==> src/rlgc_pkg.sv <==
package rlgc_pkg;

  localparam int FRAC_BITS = 12;
  localparam int MAX_RUN   = 16;
  localparam int SAMPLE_W  = 8;
  localparam int STEP_W    = 16;
  localparam int GAIN_W    = 16;
  localparam int POS_W     = 17;
  localparam int PSUM_W    = POS_W + 2;
  localparam int RUN_W     = $clog2(MAX_RUN + 1);
  localparam int ACC_W     = SAMPLE_W + FRAC_BITS + 1;
  localparam int PROD_W    = SAMPLE_W + GAIN_W + 2;
  localparam int CFG_IDX_W = 8;
  localparam int MID_LEVEL = 128;

  localparam logic [POS_W-1:0]         ONE        = POS_W'(1 << FRAC_BITS);
  localparam logic [PSUM_W-1:0]        TWO_ONE    = PSUM_W'(2 << FRAC_BITS);
  localparam logic [PSUM_W-1:0]        FOUR_ONE   = PSUM_W'(4 << FRAC_BITS);
  localparam logic [STEP_W-1:0]        STEP_RST   = STEP_W'(6144);
  localparam logic [GAIN_W-1:0]        GAIN_RST   = GAIN_W'(512);
  localparam logic signed [PROD_W-1:0] CLIP_LIM   = PROD_W'(MID_LEVEL * 256);
  localparam logic [SAMPLE_W:0]        MID_EXT    = (SAMPLE_W + 1)'(MID_LEVEL);
  localparam logic [SAMPLE_W-1:0]      SAMPLE_MAX = '1;

  typedef enum logic [CFG_IDX_W-1:0] {
    REG_RATE_STEP = CFG_IDX_W'(0),
    REG_GAIN      = CFG_IDX_W'(1)
  } reg_idx_t;

  // controller -> datapath
  typedef struct packed {
    logic accept;     // input word taken this cycle
    logic issue;      // push one position into the result pipe
    logic hold;       // issued value is the current sample, not interpolated
    logic adv_pos;    // position += step
    logic wrap;       // position -= one, run count cleared
    logic flush_out;  // move pending result to output with end flags
    logic commit;     // end of item: update stream state
  } rlgc_cmd_t;

  // datapath -> controller
  typedef struct packed {
    logic have_prev;
    logic last;
    logic pos_ge_one;
    logic done_hit;
    logic run_full;
    logic hold_ok;
    logic adv;
    logic out_free;
    logic pipe_empty;
    logic pend_v;
  } rlgc_stat_t;

endpackage

==> src/rlgc_ctrl.sv <==
module rlgc_ctrl (
  input  logic                clk,
  input  logic                rst_n,
  input  logic                in_tvalid,
  output logic                in_tready,
  input  rlgc_pkg::rlgc_stat_t stat,
  output rlgc_pkg::rlgc_cmd_t  cmd
);
  import rlgc_pkg::*;

  typedef enum logic [4:0] {
    S_IDLE   = 5'b00001,
    S_INTERP = 5'b00010,
    S_SKIP   = 5'b00100,
    S_HOLD   = 5'b01000,
    S_FLUSH  = 5'b10000
  } state_t;

  state_t state_r, state_nxt;

  assign in_tready = (state_r == S_IDLE);

  always_comb begin
    state_nxt = state_r;
    cmd       = '0;
    unique case (state_r)
      S_IDLE: begin
        if (in_tvalid) begin
          cmd.accept = 1'b1;
          if (stat.have_prev) begin
            state_nxt = S_INTERP;
          end else if (stat.last) begin
            state_nxt = S_HOLD;
          end
        end
      end
      S_INTERP: begin
        priority if (stat.pos_ge_one) begin
          cmd.wrap  = 1'b1;
          state_nxt = stat.last ? S_HOLD : S_FLUSH;
        end else if (stat.done_hit) begin
          state_nxt = S_FLUSH;
        end else if (stat.run_full) begin
          state_nxt = S_SKIP;
        end else if (stat.adv) begin
          cmd.issue   = 1'b1;
          cmd.adv_pos = 1'b1;
        end
      end
      S_SKIP: begin
        // run cap hit: step past the remaining positions of this interval
        if (stat.pos_ge_one) begin
          cmd.wrap  = 1'b1;
          state_nxt = stat.last ? S_HOLD : S_FLUSH;
        end else begin
          cmd.adv_pos = 1'b1;
        end
      end
      S_HOLD: begin
        if (!stat.hold_ok) begin
          state_nxt = S_FLUSH;
        end else if (stat.adv) begin
          cmd.issue   = 1'b1;
          cmd.hold    = 1'b1;
          cmd.adv_pos = 1'b1;
        end
      end
      S_FLUSH: begin
        if (stat.pipe_empty) begin
          if (!stat.pend_v) begin
            cmd.commit = 1'b1;
            state_nxt  = S_IDLE;
          end else if (stat.out_free) begin
            cmd.flush_out = 1'b1;
            cmd.commit    = 1'b1;
            state_nxt     = S_IDLE;
          end
        end
      end
      default: state_nxt = S_IDLE;
    endcase
  end

  always_ff @(posedge clk) begin
    if (!rst_n) begin
      state_r <= S_IDLE;
    end else begin
      state_r <= state_nxt;
    end
  end

endmodule

==> src/rlgc_dp.sv <==
module rlgc_dp (
  input  logic                                   clk,
  input  logic                                   rst_n,
  input  logic [rlgc_pkg::SAMPLE_W-1:0]          in_sample,
  input  logic                                   in_last,
  input  logic                                   cfg_we,
  input  logic [rlgc_pkg::CFG_IDX_W-1:0]         cfg_idx,
  input  logic [rlgc_pkg::STEP_W-1:0]            cfg_wdata,
  input  rlgc_pkg::rlgc_cmd_t                    cmd,
  output rlgc_pkg::rlgc_stat_t                   stat,
  output logic                                   out_valid,
  input  logic                                   out_ready,
  output logic [rlgc_pkg::SAMPLE_W-1:0]          out_sample,
  output logic                                   out_clipped,
  output logic                                   out_clip_seen,
  output logic                                   out_last_run,
  output logic                                   out_stream_end
);
  import rlgc_pkg::*;

  logic [STEP_W-1:0]   rate_step_r;
  logic [GAIN_W-1:0]   gain_r;
  logic [SAMPLE_W-1:0] prev_r, prev_nxt;
  logic                have_r, have_nxt;
  logic [POS_W-1:0]    next_pos_r, next_pos_nxt;
  logic                sticky_r, sticky_nxt;
  logic [SAMPLE_W-1:0] s_r;
  logic                last_r;
  logic [POS_W-1:0]    pos_r, pos_nxt;
  logic [RUN_W-1:0]    run_r, run_nxt;

  logic                x_v_r, v_v_r, pend_v_r, out_v_r;
  logic                x_v_nxt, v_v_nxt, pend_v_nxt, out_v_nxt;
  logic [SAMPLE_W-1:0] x_r;
  logic signed [PROD_W-1:0] v_r;
  logic [SAMPLE_W-1:0] pend_y_r;
  logic                pend_clip_r, pend_seen_r;
  logic [SAMPLE_W-1:0] out_y_r;
  logic                out_clip_r, out_seen_r, out_lor_r, out_end_r;

  logic [POS_W-1:0]    step_e;
  logic [PSUM_W-1:0]   sum2;
  logic                run_full, adv, out_free;
  logic [FRAC_BITS:0]  inv_w;
  logic [ACC_W-1:0]    acc;
  logic [SAMPLE_W-1:0] x_nxt;
  logic signed [SAMPLE_W:0] diff;
  logic signed [PROD_W-1:0] prod;
  logic signed [PROD_W-1:0] biased;
  logic [SAMPLE_W-1:0] y;
  logic                clip;
  logic                pend_load, out_from_pend;

  assign step_e   = (rate_step_r == '0) ? POS_W'(1) : POS_W'(rate_step_r);
  assign sum2     = {1'b0, pos_r, 1'b0} + PSUM_W'(step_e);
  assign run_full = (run_r >= RUN_W'(MAX_RUN));
  assign out_free = !out_v_r || out_ready;
  assign adv      = !pend_v_r || out_free;

  assign stat.have_prev  = have_r;
  assign stat.last       = cmd.accept ? in_last : last_r;
  assign stat.pos_ge_one = (pos_r >= ONE);
  assign stat.done_hit   = last_r && (sum2 > FOUR_ONE);
  assign stat.run_full   = run_full;
  assign stat.hold_ok    = (sum2 <= TWO_ONE) && !run_full;
  assign stat.adv        = adv;
  assign stat.out_free   = out_free;
  assign stat.pipe_empty = !x_v_r && !v_v_r;
  assign stat.pend_v     = pend_v_r;

  // interpolation: position is below one whenever it is used here
  assign inv_w = (FRAC_BITS + 1)'(ONE - pos_r);
  assign acc   = ACC_W'(prev_r) * ACC_W'(inv_w)
               + ACC_W'(s_r) * ACC_W'(pos_r[FRAC_BITS-1:0]);
  assign x_nxt = cmd.hold ? s_r : acc[FRAC_BITS +: SAMPLE_W];

  assign diff = $signed({1'b0, x_r} - MID_EXT);
  assign prod = PROD_W'(diff) * $signed(PROD_W'({1'b0, gain_r}));

  always_comb begin
    biased = v_r + CLIP_LIM;
    clip   = 1'b0;
    priority if (v_r > CLIP_LIM) begin
      y    = SAMPLE_MAX;
      clip = 1'b1;
    end else if (v_r < -CLIP_LIM) begin
      y    = '0;
      clip = 1'b1;
    end else if (biased[SAMPLE_W+8]) begin
      // exactly +128 maps to 256, held at full scale without a clip
      y = SAMPLE_MAX;
    end else begin
      y = biased[8 +: SAMPLE_W];
    end
  end

  assign pend_load     = adv && v_v_r;
  assign out_from_pend = pend_load && pend_v_r;

  always_comb begin
    x_v_nxt    = adv ? cmd.issue : x_v_r;
    v_v_nxt    = adv ? x_v_r : v_v_r;
    pend_v_nxt = pend_v_r;
    if (pend_load) begin
      pend_v_nxt = 1'b1;
    end else if (cmd.flush_out) begin
      pend_v_nxt = 1'b0;
    end
    out_v_nxt = out_v_r;
    if (out_from_pend || cmd.flush_out) begin
      out_v_nxt = 1'b1;
    end else if (out_ready) begin
      out_v_nxt = 1'b0;
    end
    sticky_nxt = sticky_r | (pend_load && clip);
  end

  always_comb begin
    pos_nxt      = pos_r;
    run_nxt      = run_r;
    prev_nxt     = prev_r;
    have_nxt     = have_r;
    next_pos_nxt = next_pos_r;
    if (cmd.accept) begin
      pos_nxt = next_pos_r;
      run_nxt = '0;
      if (!have_r && !in_last) begin
        prev_nxt = in_sample;
        have_nxt = 1'b1;
      end
    end
    if (cmd.adv_pos) begin
      pos_nxt = pos_r + step_e;
    end
    if (cmd.issue) begin
      run_nxt = run_r + RUN_W'(1);
    end
    if (cmd.wrap) begin
      pos_nxt = pos_r - ONE;
      run_nxt = '0;
    end
    if (cmd.commit) begin
      prev_nxt     = last_r ? '0 : s_r;
      have_nxt     = !last_r;
      next_pos_nxt = last_r ? '0 : pos_r;
    end
  end

  always_ff @(posedge clk) begin
    if (!rst_n) begin
      rate_step_r <= STEP_RST;
      gain_r      <= GAIN_RST;
      prev_r      <= '0;
      have_r      <= 1'b0;
      next_pos_r  <= '0;
      sticky_r    <= 1'b0;
      pos_r       <= '0;
      run_r       <= '0;
      x_v_r       <= 1'b0;
      v_v_r       <= 1'b0;
      pend_v_r    <= 1'b0;
      out_v_r     <= 1'b0;
    end else begin
      if (cfg_we && cfg_idx == REG_RATE_STEP) begin
        rate_step_r <= cfg_wdata;
      end
      if (cfg_we && cfg_idx == REG_GAIN) begin
        gain_r <= cfg_wdata;
      end
      prev_r     <= prev_nxt;
      have_r     <= have_nxt;
      next_pos_r <= next_pos_nxt;
      sticky_r   <= sticky_nxt;
      pos_r      <= pos_nxt;
      run_r      <= run_nxt;
      x_v_r      <= x_v_nxt;
      v_v_r      <= v_v_nxt;
      pend_v_r   <= pend_v_nxt;
      out_v_r    <= out_v_nxt;
    end
  end

  always_ff @(posedge clk) begin
    if (cmd.accept) begin
      s_r    <= in_sample;
      last_r <= in_last;
    end
    if (adv && cmd.issue) begin
      x_r <= x_nxt;
    end
    if (adv && x_v_r) begin
      v_r <= prod;
    end
    if (pend_load) begin
      pend_y_r    <= y;
      pend_clip_r <= clip;
      pend_seen_r <= sticky_r | clip;
    end
    if (out_from_pend || cmd.flush_out) begin
      out_y_r    <= pend_y_r;
      out_clip_r <= pend_clip_r;
      out_seen_r <= pend_seen_r;
      out_lor_r  <= cmd.flush_out;
      out_end_r  <= cmd.flush_out && last_r;
    end
  end

  assign out_valid      = out_v_r;
  assign out_sample     = out_y_r;
  assign out_clipped    = out_clip_r;
  assign out_clip_seen  = out_seen_r;
  assign out_last_run   = out_lor_r;
  assign out_stream_end = out_end_r;

endmodule

==> src/resample_lerp_gain_clip.sv <==
// Linear-interpolation resampler with gain about mid-level and clipping.
// Input stream: one unsigned 8-bit sample per word on in_tdata, in_tlast
// marks the final sample of a stream. Output stream: one resampled sample
// per word on out_tdata; out_tlast marks the last word caused by an input
// word, out_tuser carries the clip flag, the sticky clip flag and the
// end-of-stream flag. Config port: index 0 writes rate_step (Q4.12),
// index 1 writes gain (Q8.8); other indexes are dropped. Write only idle.
// Timing: one input word is processed at a time. After the accept cycle
// the block issues one output position per cycle while the output is not
// stalled (interpolate, then gain multiply, then clamp, two register
// stages), then drains the result pipe. Each result passes x_r and v_r,
// waits in the pending register and then moves to the output register;
// with no stall the words follow one per cycle.
// When the run cap cuts an interval short, the position
// counter steps once per cycle up to the next sample.
// A first sample that is not marked last gives nothing.
// Reset restores rate_step 6144, gain 512 and clears the stream state and
// the sticky clip flag. Once a word is pending, a stalled receiver freezes
// the result pipe; one finished word waits in the output register while
// the next is held pending, and in_tready stays low until the item's last
// word has reached the output register.
module resample_lerp_gain_clip (
  input  logic                                clk,
  input  logic                                rst_n,
  input  logic                                in_tvalid,
  output logic                                in_tready,
  input  logic [7:0]                          in_tdata,   // [7:0] sample_in
  input  logic                                in_tlast,
  output logic                                out_tvalid,
  input  logic                                out_tready,
  output logic [7:0]                          out_tdata,  // [7:0] sample_out
  output logic                                out_tlast,
  output logic [2:0]                          out_tuser,  // clipped, clip_seen, stream_end
  input  logic                                cfg_valid,
  output logic                                cfg_ready,
  input  logic [rlgc_pkg::CFG_IDX_W-1:0]      cfg_index,
  input  logic [15:0]                         cfg_data
);
  import rlgc_pkg::*;

  rlgc_cmd_t  cmd;
  rlgc_stat_t stat;
  logic       clipped, clip_seen, stream_end;

  assign cfg_ready = 1'b1;

  rlgc_ctrl u_ctrl (
    .clk       (clk),
    .rst_n     (rst_n),
    .in_tvalid (in_tvalid),
    .in_tready (in_tready),
    .stat      (stat),
    .cmd       (cmd)
  );

  rlgc_dp u_dp (
    .clk            (clk),
    .rst_n          (rst_n),
    .in_sample      (in_tdata),
    .in_last        (in_tlast),
    .cfg_we         (cfg_valid && cfg_ready),
    .cfg_idx        (cfg_index),
    .cfg_wdata      (cfg_data),
    .cmd            (cmd),
    .stat           (stat),
    .out_valid      (out_tvalid),
    .out_ready      (out_tready),
    .out_sample     (out_tdata),
    .out_clipped    (clipped),
    .out_clip_seen  (clip_seen),
    .out_last_run   (out_tlast),
    .out_stream_end (stream_end)
  );

  assign out_tuser = {stream_end, clip_seen, clipped};

endmodule

==> config.mk <==
export PLATFORM = sky130hd
export DESIGN_NAME = resample_lerp_gain_clip
export DESIGN_NICKNAME = d
export VERILOG_FILES = /design/src/rlgc_pkg.sv /design/src/rlgc_ctrl.sv /design/src/rlgc_dp.sv /design/src/resample_lerp_gain_clip.sv
export SDC_FILE = /design/constraint.sdc
export NUM_CORES = 1
export LEC_CHECK = 0
export ABC_AREA = 1
export CAP_MARGIN = 10
export CELL_PAD_IN_SITES_DETAIL_PLACEMENT = 0
export CELL_PAD_IN_SITES_GLOBAL_PLACEMENT = 2
export CORE_ASPECT_RATIO = 2
export CORE_MARGIN = 2
export CORE_UTILIZATION = 40
export CTS_CLUSTER_DIAMETER = 200
export DETAILED_ROUTE_END_ITERATION = 12
export DONT_BUFFER_PORTS = 1
export PLACE_DENSITY = 0.8
export SYNTH_ARGS = -nofsm -noshare
export SYNTH_HDL_FRONTEND = slang
export SYNTH_SLANG_ARGS = --single-unit
==> constraint.sdc <==
create_clock -name clk -period 8.1 [get_ports clk]
set_input_delay 0.81 -clock clk [delete_from_list [all_inputs] [get_ports clk]]
set_output_delay 0.81 -clock clk [all_outputs]
set_load 0.05 [all_outputs]
After elaboration in Yosys (flattened, before gate mapping)
Index checks and enable logic that the tools add are counted.

Register bits: 155. Bits in latches: 0. RAM bits: 0. Memory bits (read-only): 0. Input port bits: 38. Output and inout bits: 15. Word-level logic and storage cells: 149. Memories: 0.

Add/subtract/negate cells: 8. Multiply operators: 3. Divide/modulo/power cells: 0. $lt $le $gt $ge: 6. Equality and inequality tests: 13. Shifts and indexed selects: 0. Mux-type cells: 56. Bitwise operators: 3. Reduce and logical (&&, ||, !) cells: 35.

Operators by type and width (count): two-way mux 5 bit (14); two-way mux 17 bit (4); two-way mux 8 bit (7); > comparator 26 x 17 -> 1 bit, second input constant (1); < comparator 26 x 16 -> 1 bit, second input constant (1); multiplier 9 x 17 -> 26 bit (1); case mux 5 bit (5 select lines) (1); two-way mux 1 bit (22); adder 20 bit (1); multiplier 8 x 12 -> 20 bit (1); multiplier 8 x 13 -> 20 bit (1); adder 18 x 16 -> 19 bit (1); > comparator 19 x 15 -> 1 bit, second input constant (1); less-or-equal comparator 19 x 14 -> 1 bit, second input constant (1); adder 17 x 16 -> 17 bit (1); adder 17 bit, second input constant (1); >= comparator 17 x 13 -> 1 bit, second input constant (1); subtractor 17 x 13 -> 17 bit, second input constant (1); zero test 16 bit (1); two-way mux 16 bit (1); subtractor 13 bit, first input constant (1); logical AND 1 bit (12); nonzero test 2 bit (5); subtractor 8 x 8 -> 9 bit, second input constant (1); other kinds (25) (42).

Depth between registers and ports, before layout
Gate-level depths: netlist (run 1).

Depth in word-level cells: 10. Depth in mapped cells: 35. Gate-level depth less buffers: 34.

By module
From an unflattened synthesis (run 1), not the netlist that was laid out.

Cell total of the unflattened synthesis: 2594. Area, all modules: 19860.3 um^2.

Modules (own cells, without submodules): rlgc_dp (instances 1, cells each 2504, area each 19297.3 um^2, sequential area each 3643.5 um^2); rlgc_ctrl (instances 1, cells each 85, area each 529.3 um^2, sequential area each 100.1 um^2); resample_lerp_gain_clip (instances 1, cells each 5, area each 33.8 um^2, sequential area each 0.0 um^2).

Least setup slack after synthesis (run 1)
No wires, ideal clock.

Path type: reg2reg. Start: register u_dp.pos_r[0]. End: register u_dp.x_r[5] (data pin). Setup time: 0.260 ns. Arrival time: 6.219 ns. Data required time: 7.840 ns. Setup slack: 1.621 ns. Stages on the path, launching flop included: 36. Path buffers: 1. Period minus slack after synthesis: 6.479 ns. Cell sequence: dfxtp_1 > clkbuf_1 > inv_1 > ha_1 > nand2_1 > nor2_1 > nand4_1 > nor2_1 > nand2_1 > o21ai_0 > nand2_1 > inv_1 > nand2_1 > fa_1 > fa_1 > fa_1 > inv_1 > fa_1 > fa_1 > inv_1 > fa_1 > inv_1 > ha_1 > nand2_1 > nor4_1 > o21ai_0 > o2111ai_1 > a21o_1 > nand2_1 > nand2_1 > nand2_1 > nand2_1 > a21boi_0 > nand2_1 > nand2_1 > o21ai_0.

Cells in the longest elaborated chain, start to end: 6. Elaborated cells between the ends (all ways): 10. Classes of those cells: 3 x add/sub; 2 x mul; 1 x order compare; 3 x mux; 1 x reduce/logical.

Ends and longest elaborated chain: start, declared (line rlgc_dp.sv:29) `logic [POS_W-1:0] pos_r, pos_nxt;`; start signal, assigned (line rlgc_dp.sv:174) `pos_r <= pos_nxt;`; branches (longest 5 deep; another with multiplier 8 x 13 -> 20 bit); two-way mux 8 bit * (line rlgc_dp.sv:75) `assign x_nxt = cmd.hold ? s_r : acc[FRAC_BITS +: SAMPLE_W];`; via u_dp.x_nxt[5] (line rlgc_dp.sv:46) `logic [SAMPLE_W-1:0] x_nxt;`; end signal, assigned (line rlgc_dp.sv:189) `x_r <= x_nxt;`; end, declared (line rlgc_dp.sv:34) `logic [SAMPLE_W-1:0] x_r;`.

Mark *: on every way through the listed nets, which the timed path passes. A chain may end at the register's enable or synchronous reset.

Worst setup path after layout (run 1)
Start: register u_dp.pos_r[1]. End: register u_dp.x_r[5] (data pin).

The elaborated chain is that of the path after synthesis.

==> results_tabular.tex, run 1 <==
\begin{tabular}{lr}
\hline
Metric & Value \\
\hline
\multicolumn{2}{l}{\textbf{Floorplan}} \\
Width of the chip & 159 um \\
Effective utilization at floorplan & 0.405 \\
Placement Rows & between 100 and 150 \\
Vertical extent of the die & approximately 310 um \\
Core box area & about 48000 sq um \\
Die area & between 50000 and 60000 sq um \\
I/O pin cnt & 53 \\
\multicolumn{2}{l}{\textbf{Hold path}} \\
Startpoint of the lowest-slack hold path & u\_dp.pend\_y\_r[3] \\
End of the worst hold path & u\_dp.out\_sample[3] \\
Worst hold path cell count & 0 \\
Class of the tightest hold or removal check & reg -> reg \\
\multicolumn{2}{l}{\textbf{Synth}} \\
Cell types with the largest area share after synthesis & fa\_1 27\%, inv\_1 11\%, ha\_1 11\% \\
Cell type with the highest aggregate area in the netlist & fa\_1 \\
Post-synth EDFFs & 64 \\
XOR/XNOR share of the synthesized area & 0.0272 \\
Post-synthesis instance total & 2475 \\
Portion of synthesized cell area occupied by the leading cell type & 0.265 \\
Adder-cell share of the synthesized area & 0.375 \\
Multiplexer share of the synthesized area & 0 \\
Post-Synthesis Cell Area & slightly below 20000 sq um \\
Share of synthesized cell area in and, or, nand and nor gates & 0.193 \\
Asr flop ratio synth & 0 \\
Syn Area/Cell & approximately 7.8 sq um \\
Synthesized Nets & just under 3000 \\
Synthesis-stage register bit count & around 160 \\
Commonest register cell after synthesis & dfxtp\_1 \\
Fraction of the mapped netlist area in compound gates & 0.0734 \\
Synth unique cells & between 50 and 60 \\
Portion of the post-synthesis area used by sequential elements & 0.194 \\
Synth Warn \# & 0 \\
Most used standard cell by instance count after synthesis & inv\_1 \\
Synth top cells by count & 577 x inv\_1, 528 x nand2\_1, 256 x fa\_1 \\
Dominant combinational cell family by area after synthesis & adder cells \\
\multicolumn{2}{l}{\textbf{Setup path}} \\
Endpoint type of the worst setup path & register \\
Kind of launch point of the worst setup path & register \\
Worst Path Required & 8.29 ns \\
CP arrival & 7.63 ns \\
Max incr delay on CP & 0.57 ns \\
R2r startpoint & u\_dp.pos\_r[1] \\
Depth of the worst register-to-register path & 34 \\
Worst Path Class, Setup & reg -> reg \\
Crit Path Max Fanout & 9 \\
Worst R2R End & u\_dp.x\_r[5] \\
Most numerous cell on the critical path & nand2\_1 \\
Slowest stage cell on the critical path & fa\_1 \\
Worst reg-to-reg setup slack & $\sim$0.66 ns \\
\multicolumn{2}{l}{\textbf{Detailed routing}} \\
Initial detailed-routing violation count & about 700 \\
Final Routed Wirelength & 60400 um \\
Detailed-routed wire length on met2 & 36800 um \\
Wire length the detailed router placed on met1 & 18100 um \\
Final antenna-violating net count & 0 \\
Routed via count & approximately 15000 \\
Met3 routed wirelength & $\sim$1300 um \\
Wire length per cell after detailed routing & 19.8 um \\
Via-to-Cell Ratio & between 5 and 6 \\
DR DRC count & 0 \\
DR top layer & met5 \\
Detailed-routing iteration count for the pre-antenna-repair pass & 5 \\
\multicolumn{2}{l}{\textbf{Layout}} \\
Nets & between 2000 and 3000 \\
Fraction of final layout cells sized beyond drive strength 1 & 0.0445 \\
Count of antenna diodes in the layout & 0 \\
Area grow syn2layout & 6.04\% \\
Post-layout instance area & a little over 20000 sq um \\
\multicolumn{2}{l}{\textbf{STA}} \\
Final count of negative-setup-slack endpoints & 0 \\
Relative slew margins & 0.290 \\
Final hold vios & 0 \\
Setup repair after global routing missed its margin & no \\
Share of the clock period used by the worst path after layout & 0.919 \\
Smallest setup slack after layout & between 0.6 and 0.7 ns \\
Max-slew violation total from the final report & 0 \\
Worst slew pin tran & roughly 1.1 ns \\
Clock Skew & 0.0217 ns \\
Shortest clock period the worst path allows after layout & 7.44 ns \\
Total negative slack for setup checks & 0 ns \\
Highest Clock Rate & between 100 and 150 MHz \\
\multicolumn{2}{l}{\textbf{Clock network}} \\
Number of buffers created by CTS & 17 \\
Number of levels in the clock H-tree & 4 \\
\# hold bufs at CTS & 0 \\
Register clock-pin slew on the reported worst setup and hold paths & $\sim$0.09 ns \\
Clock buffer depth & 2 \\
Clock latency reported for the late side of the worst-skew pair & between 0.4 and 0.5 ns \\
Root Buffer Master & clkbuf\_16 \\
CTS tree & done \\
Number of clock sinks & 155 \\
\multicolumn{2}{l}{\textbf{Placement}} \\
Number of buffers inserted by port buffering & 0 \\
Placed cell area & around 20000 sq um \\
GPL Wtd Cong & a little over 0.9 \\
Placement-stage worst setup slack & 0.616 ns \\
HPWL after detailed placement & roughly 51000 um \\
\multicolumn{2}{l}{\textbf{Run status}} \\
Run status & complete, no violations \\
\multicolumn{2}{l}{\textbf{Power and ir drop}} \\
Power per unit of standard cell area & about 380 nW/um\^{}2 \\
Leak Pwr & 10.6 nW \\
Peak supply drop & $\sim$260 uV \\
\multicolumn{2}{l}{\textbf{GRT}} \\
Largest net degree at the start of global routing & 63 \\
Antenna violations before repair & 1 \\
GR Util All Layers & 0.252 \\
Vias in the first global route & roughly 17000 \\
Total congestion overflow & 0 \\
Global-route wire length before repair & 94600 um \\
\multicolumn{2}{l}{\textbf{Job}} \\
Number of maximum-capacitance constraint violations & 0 \\
\hline
\end{tabular}
[layout make-up]
type                            instances  area (sq um)
Fill cell                            5045         27200
Clock inverter                         15           193
Clock buffer                           17           425
Timing Repair Buffer                   25           188
Tap cell                              632           791
Multi-Input combinational cell       1629         12900
Sequential cell                       155          3740
Inverter                              586          2200
[sequential cells by signal, summed over array words and instances, names as in the netlist, 5 cells and up]
signal / count
u_dp.s_r: 8
u_dp.next_pos_r: 17
u_ctrl.state_r: 5
u_dp.out_sample: 8
u_dp.run_r: 5
u_dp.pend_y_r: 8
u_dp.pos_r: 17
u_dp.gain_r: 16
u_dp.prev_r: 8
u_dp.rate_step_r: 16
u_dp.x_r: 8
u_dp.v_r: 26
[metal layers]
layer / vias to the layer above / GRT usage
met5: - / 0
met4: 2 / 0.160
met3: 167 / 0.0247
met2: 300 / 0.538
met1: 7535 / 0.212
li1: 7365 / -
[report_power, final]
part | internal, mW | switching, mW
clock | 0.420 | 0.416
sequential | 1.02 | 0.239
combinational | 2.11 | 3.66
total | 3.55 | 4.31
[how the worst max path moves through the flow]
stage                        startpoint          end  slack, ns  cells after the start
after floorplan           u_dp.pos_r[0]  u_dp.x_r[5]       1.62                     35
final                     u_dp.pos_r[1]  u_dp.x_r[5]       0.66                     34
after detailed placement  u_dp.pos_r[1]  u_dp.x_r[5]       0.62                     34
after global routing      u_dp.pos_r[1]  u_dp.x_r[5]       0.03                     34
after CTS                 u_dp.pos_r[1]  u_dp.x_r[5]       0.54                     34
after global placement    u_dp.pos_r[1]  u_dp.x_r[5]       0.66                     31
[repair_timing]
action | in CTS | in global routing
endpoints found under the setup margin | 0 | 2
setup buffers | 0 | 0
gates resized for setup | 0 | 2
[kinds of logic after synthesis]
| group | count (synthesis) |
|---|---|
| flip-flops | 155 |
| AND/OR/NAND/NOR | 888 |
| adder cells (fa/ha/maj) | 426 |
| buffers and inverters | 691 |
| XOR/XNOR | 60 |
| other | 1 |
| AO/OA/AOI/OAI | 254 |
[critical path: cells and delay by family (launching register included)]
kind / cells / cell delay [ns]
adder cells (fa/ha/maj): 8 / 3.60
AND/OR/NAND/NOR: 15 / 1.66
AO/OA/AOI/OAI: 6 / 1.07
buffers and inverters: 5 / 0.43
flip-flops: 1 / 0.41
[through the flow]
| step | cells | hold WS [ns] | util | total power [mW] |
|---|---|---|---|---|
| finish | 3059 | 0.422 | 0.430 | 7.86 |
| global route | 3059 | 0.415 | 0.430 | 8.88 |
| CTS | 3059 | 0.421 | 0.430 | 7.98 |
| detailed placement | 3027 | 0.405 | 0.417 | 7.08 |
| global placement | 3027 | 0.402 | 0.417 | 7.01 |
| floorplan | 2475 | 0.400 | - | 5.39 |
[layout by cell type (no fill, tap or decap), drive strengths merged, types with 18 or more instances in the layout]
master	count
fa	256
ha	170
edfxtp	64
dfxtp	91
nand4	29
xor2	39
inv	588
buf	25
a31oi	18
o21ai	120
nand2	542
a21oi	73
xnor2	21
nor2	210
nand3	57
a211oi	22
No activity file was read; power rests on OpenSTA's default activity.
==> inputs of run 2 (changes only) <==
--- a/config.mk
+++ b/config.mk
@@ -10,7 +10,7 @@
 export CELL_PAD_IN_SITES_DETAIL_PLACEMENT = 0
 export CELL_PAD_IN_SITES_GLOBAL_PLACEMENT = 2
 export CORE_ASPECT_RATIO = 2
-export CORE_MARGIN = 2
+export CORE_MARGIN = 4
 export CORE_UTILIZATION = 40
 export CTS_CLUSTER_DIAMETER = 200
 export DETAILED_ROUTE_END_ITERATION = 12
==> results_tabular.tex, run 2 (same netlist as run 1, synthesis figures left out) <==
\begin{tabular}{lr}
\hline
Metric & Value \\
\hline
\multicolumn{2}{l}{\textbf{Run status}} \\
Run status & complete, no violations \\
\multicolumn{2}{l}{\textbf{Power and ir drop}} \\
Peak supply drop & 333 uV (+28\%) \\
Power share of the clock group & 0.106 (about the same) \\
Relative contribution of sequential cells to total power & 0.160 (about the same) \\
Leak Pwr & 10.6 nW (about the same) \\
Part of the power in combinational logic & 0.733 (about the same) \\
Switching Fraction & 0.549 (+0.000581) \\
Power per unit of standard cell area & 382 nW/um\^{}2 (-0.52\%) \\
Internal Dissipation & 3.53 mW (-0.70\%) \\
Sw power & 4.29 mW (-0.47\%) \\
\multicolumn{2}{l}{\textbf{Layout}} \\
Total area of sequential cells & 3740 sq um (unchanged) \\
Filler Cells Inserted & 4998 (-0.93\%) \\
Most used cells in the layout excluding fill and tap cells & 577 x inv\_1, 528 x nand2\_1, 256 x fa\_1 \\
Most common cell after layout, fill and taps aside & inv\_1 \\
Count of antenna diodes in the layout & 0 (unchanged) \\
Area grow syn2layout & 5.99\% (about the same) \\
Top register by number of flip-flops & u\_dp.v\_r \\
Leading registers by flop count & u\_dp.v\_r (26), u\_dp.next\_pos\_r (17), u\_dp.pos\_r (17) \\
Nets & 2878 (unchanged) \\
Fraction of final layout cells sized beyond drive strength 1 & 0.0437 (-0.000824) \\
Combined area of the multi-input logic cells & 12900 sq um (about the same) \\
Final Instance Count excl. Fillers & 3059 (unchanged) \\
Flip-flop count of the largest register after layout & 26 (unchanged) \\
\multicolumn{2}{l}{\textbf{Clock network}} \\
Gates resized, CTS repair & 0 (unchanged) \\
Number of levels in the clock H-tree & 4 (unchanged) \\
CTS tree & done \\
Root Buffer Master & clkbuf\_16 \\
\# hold bufs at CTS & 0 (unchanged) \\
Clock latency reported for the late side of the worst-skew pair & 0.46 ns (about the same) \\
Number of clock sinks & 155 (unchanged) \\
Clock buffer depth & 2 (unchanged) \\
Number of buffers created by CTS & 17 (unchanged) \\
Post CTS Setup Buffer Count & 0 (unchanged) \\
Register clock-pin slew on the reported worst setup and hold paths & 0.07 ns (-0.02 ns) \\
\multicolumn{2}{l}{\textbf{GRT}} \\
Met3 demand-to-capacity share in global routing & 0.0261 (+0.00137) \\
Global-route wire length before repair & 94900 um (+0.25\%) \\
Total congestion overflow & 0 (unchanged) \\
Vias in the first global route & 16900 (+0.54\%) \\
Grt met2 use & 0.502 (-0.0360) \\
GR Util All Layers & 0.242 (-0.00935) \\
Largest net degree at the start of global routing & 63 (unchanged) \\
Antenna violations before repair & 1 (unchanged) \\
GR Layer Usage met1 & 0.206 (-0.00611) \\
GRT Max-Usage Layer & met2 \\
\multicolumn{2}{l}{\textbf{Floorplan}} \\
Core box area & 47600 sq um (unchanged) \\
Width of the chip & 163 um (+2.5\%) \\
Effective utilization at floorplan & 0.405 (unchanged) \\
Die area & 52100 sq um (+3.8\%) \\
Vertical extent of the die & 319 um (+1.3\%) \\
Placement Rows & 113 (unchanged) \\
I/O pin cnt & 53 (unchanged) \\
\multicolumn{2}{l}{\textbf{Setup path}} \\
Max incr delay on CP & 0.55 ns (-0.02 ns) \\
Crit Path Max Fanout & 9 (unchanged) \\
CP delay by family, top & adder cells \\
Buf/Inv on CP & 5 (unchanged) \\
Worst reg-to-reg setup slack & 0.64 ns (-0.02 ns) \\
Endpoint type of the worst setup path & register \\
Kind of launch point of the worst setup path & register \\
Slowest stage cell on the critical path & fa\_1 \\
Most numerous cell on the critical path & nand2\_1 \\
Worst Path Required & 8.29 ns (about the same) \\
CP arrival & 7.65 ns (+0.02 ns) \\
Worst Path Class, Setup & reg -> reg \\
\multicolumn{2}{l}{\textbf{Detailed routing}} \\
Final antenna-violating net count & 0 (unchanged) \\
DR DRC count & 0 (unchanged) \\
Initial detailed-routing violation count & 658 (-8.0\%) \\
Via-to-Cell Ratio & 5.03 (+0.18\%) \\
Final Routed Wirelength & 60600 um (+0.35\%) \\
Detailed-routing iteration count for the pre-antenna-repair pass & 5 (unchanged) \\
Routed via count & 15400 (+0.18\%) \\
Wire length per cell after detailed routing & 19.8 um (+0.35\%) \\
\multicolumn{2}{l}{\textbf{Hold path}} \\
Class of the tightest hold or removal check & reg -> reg \\
\multicolumn{2}{l}{\textbf{Placement}} \\
HPWL after detailed placement & 51900 um (+0.99\%) \\
GPL Wtd Cong & 0.933 (+1.6\%) \\
Total instance count after detailed placement & 3026 (-0.033\%) \\
Number of buffers inserted by port buffering & 0 (unchanged) \\
\multicolumn{2}{l}{\textbf{STA}} \\
Worst slew pin tran & 1.04 ns (-0.00795 ns) \\
Final hold vios & 0 (unchanged) \\
Setup repair after global routing missed its margin & no \\
Max-slew violation total from the final report & 0 (unchanged) \\
Total negative slack for setup checks & 0 ns (unchanged) \\
Shortest clock period the worst path allows after layout & 7.46 ns (+0.0241 ns) \\
Share of the clock period used by the worst path after layout & 0.922 (+0.00298) \\
Highest Clock Rate & 134 MHz (-0.32\%) \\
Final count of negative-setup-slack endpoints & 0 (unchanged) \\
Clock Skew & 0.0191 ns (-0.00260 ns) \\
Relative slew margins & 0.300 (+0.00980) \\
\multicolumn{2}{l}{\textbf{Job}} \\
Number of maximum-capacitance constraint violations & 0 (unchanged) \\
\hline
\end{tabular}
[run 2: changes by cell type in the layout (fill, tap and decap cells not counted), sizes merged]
cell	previous run	this run
buf	25	24
clkbuf	17	18
clkinv	12	11
inv	588	589
[run 2: layer usage]
metal	routed length, um	part of all wire	up-vias
met5	11	0.00018	-
met3	1440	0.024	195
met4	4830	0.080	2
met2	36400	0.60	316
met1	17900	0.30	7515
li1	-	-	7369
[run 2: power groups by stage]
stage / combinational (mW) / sequential (mW) / clock (mW)
after detailed placement: 5.81 / 1.27 / 0
after global placement: 5.76 / 1.27 / 0
after CTS: 5.86 / 1.25 / 0.862
after global routing: 6.73 / 1.26 / 0.889
final: 5.73 / 1.25 / 0.832
after floorplan: 4.29 / 1.10 / 0
[run 2: stage by stage]
step	util	worst slack (ns)	hold slack (ns)	area (sq um)	total power, mW
floorplan	-	1.62	0.400	19300	5.39
global placement	0.417	0.704	0.402	19800	7.03
detailed placement	0.417	0.636	0.405	19800	7.08
CTS	0.430	0.594	0.404	20500	7.98
global route	0.430	0.0804	0.411	20500	8.88
finish	0.430	0.636	0.422	20500	7.82
[run 2: cell type report]
cell class | instances | area share
Clock buffer | 17 | 0.0208
Clock inverter | 15 | 0.00941
Inverter | 586 | 0.108
Multi-Input combinational cell | 1629 | 0.632
Sequential cell | 155 | 0.183
Tap cell | 632 | 0.0386
Timing Repair Buffer | 25 | 0.00905
[run 2: path summary, 6_finish.rpt]
path                    startpoint  depth (start not counted)                  to
setup / recovery     u_dp.pos_r[1]                         34         u_dp.x_r[5]
hold / removal    u_dp.pend_y_r[7]                          0  u_dp.out_sample[7]
setup reg to reg     u_dp.pos_r[1]                         34         u_dp.x_r[5]
hold reg to reg   u_dp.pend_y_r[7]                          0  u_dp.out_sample[7]
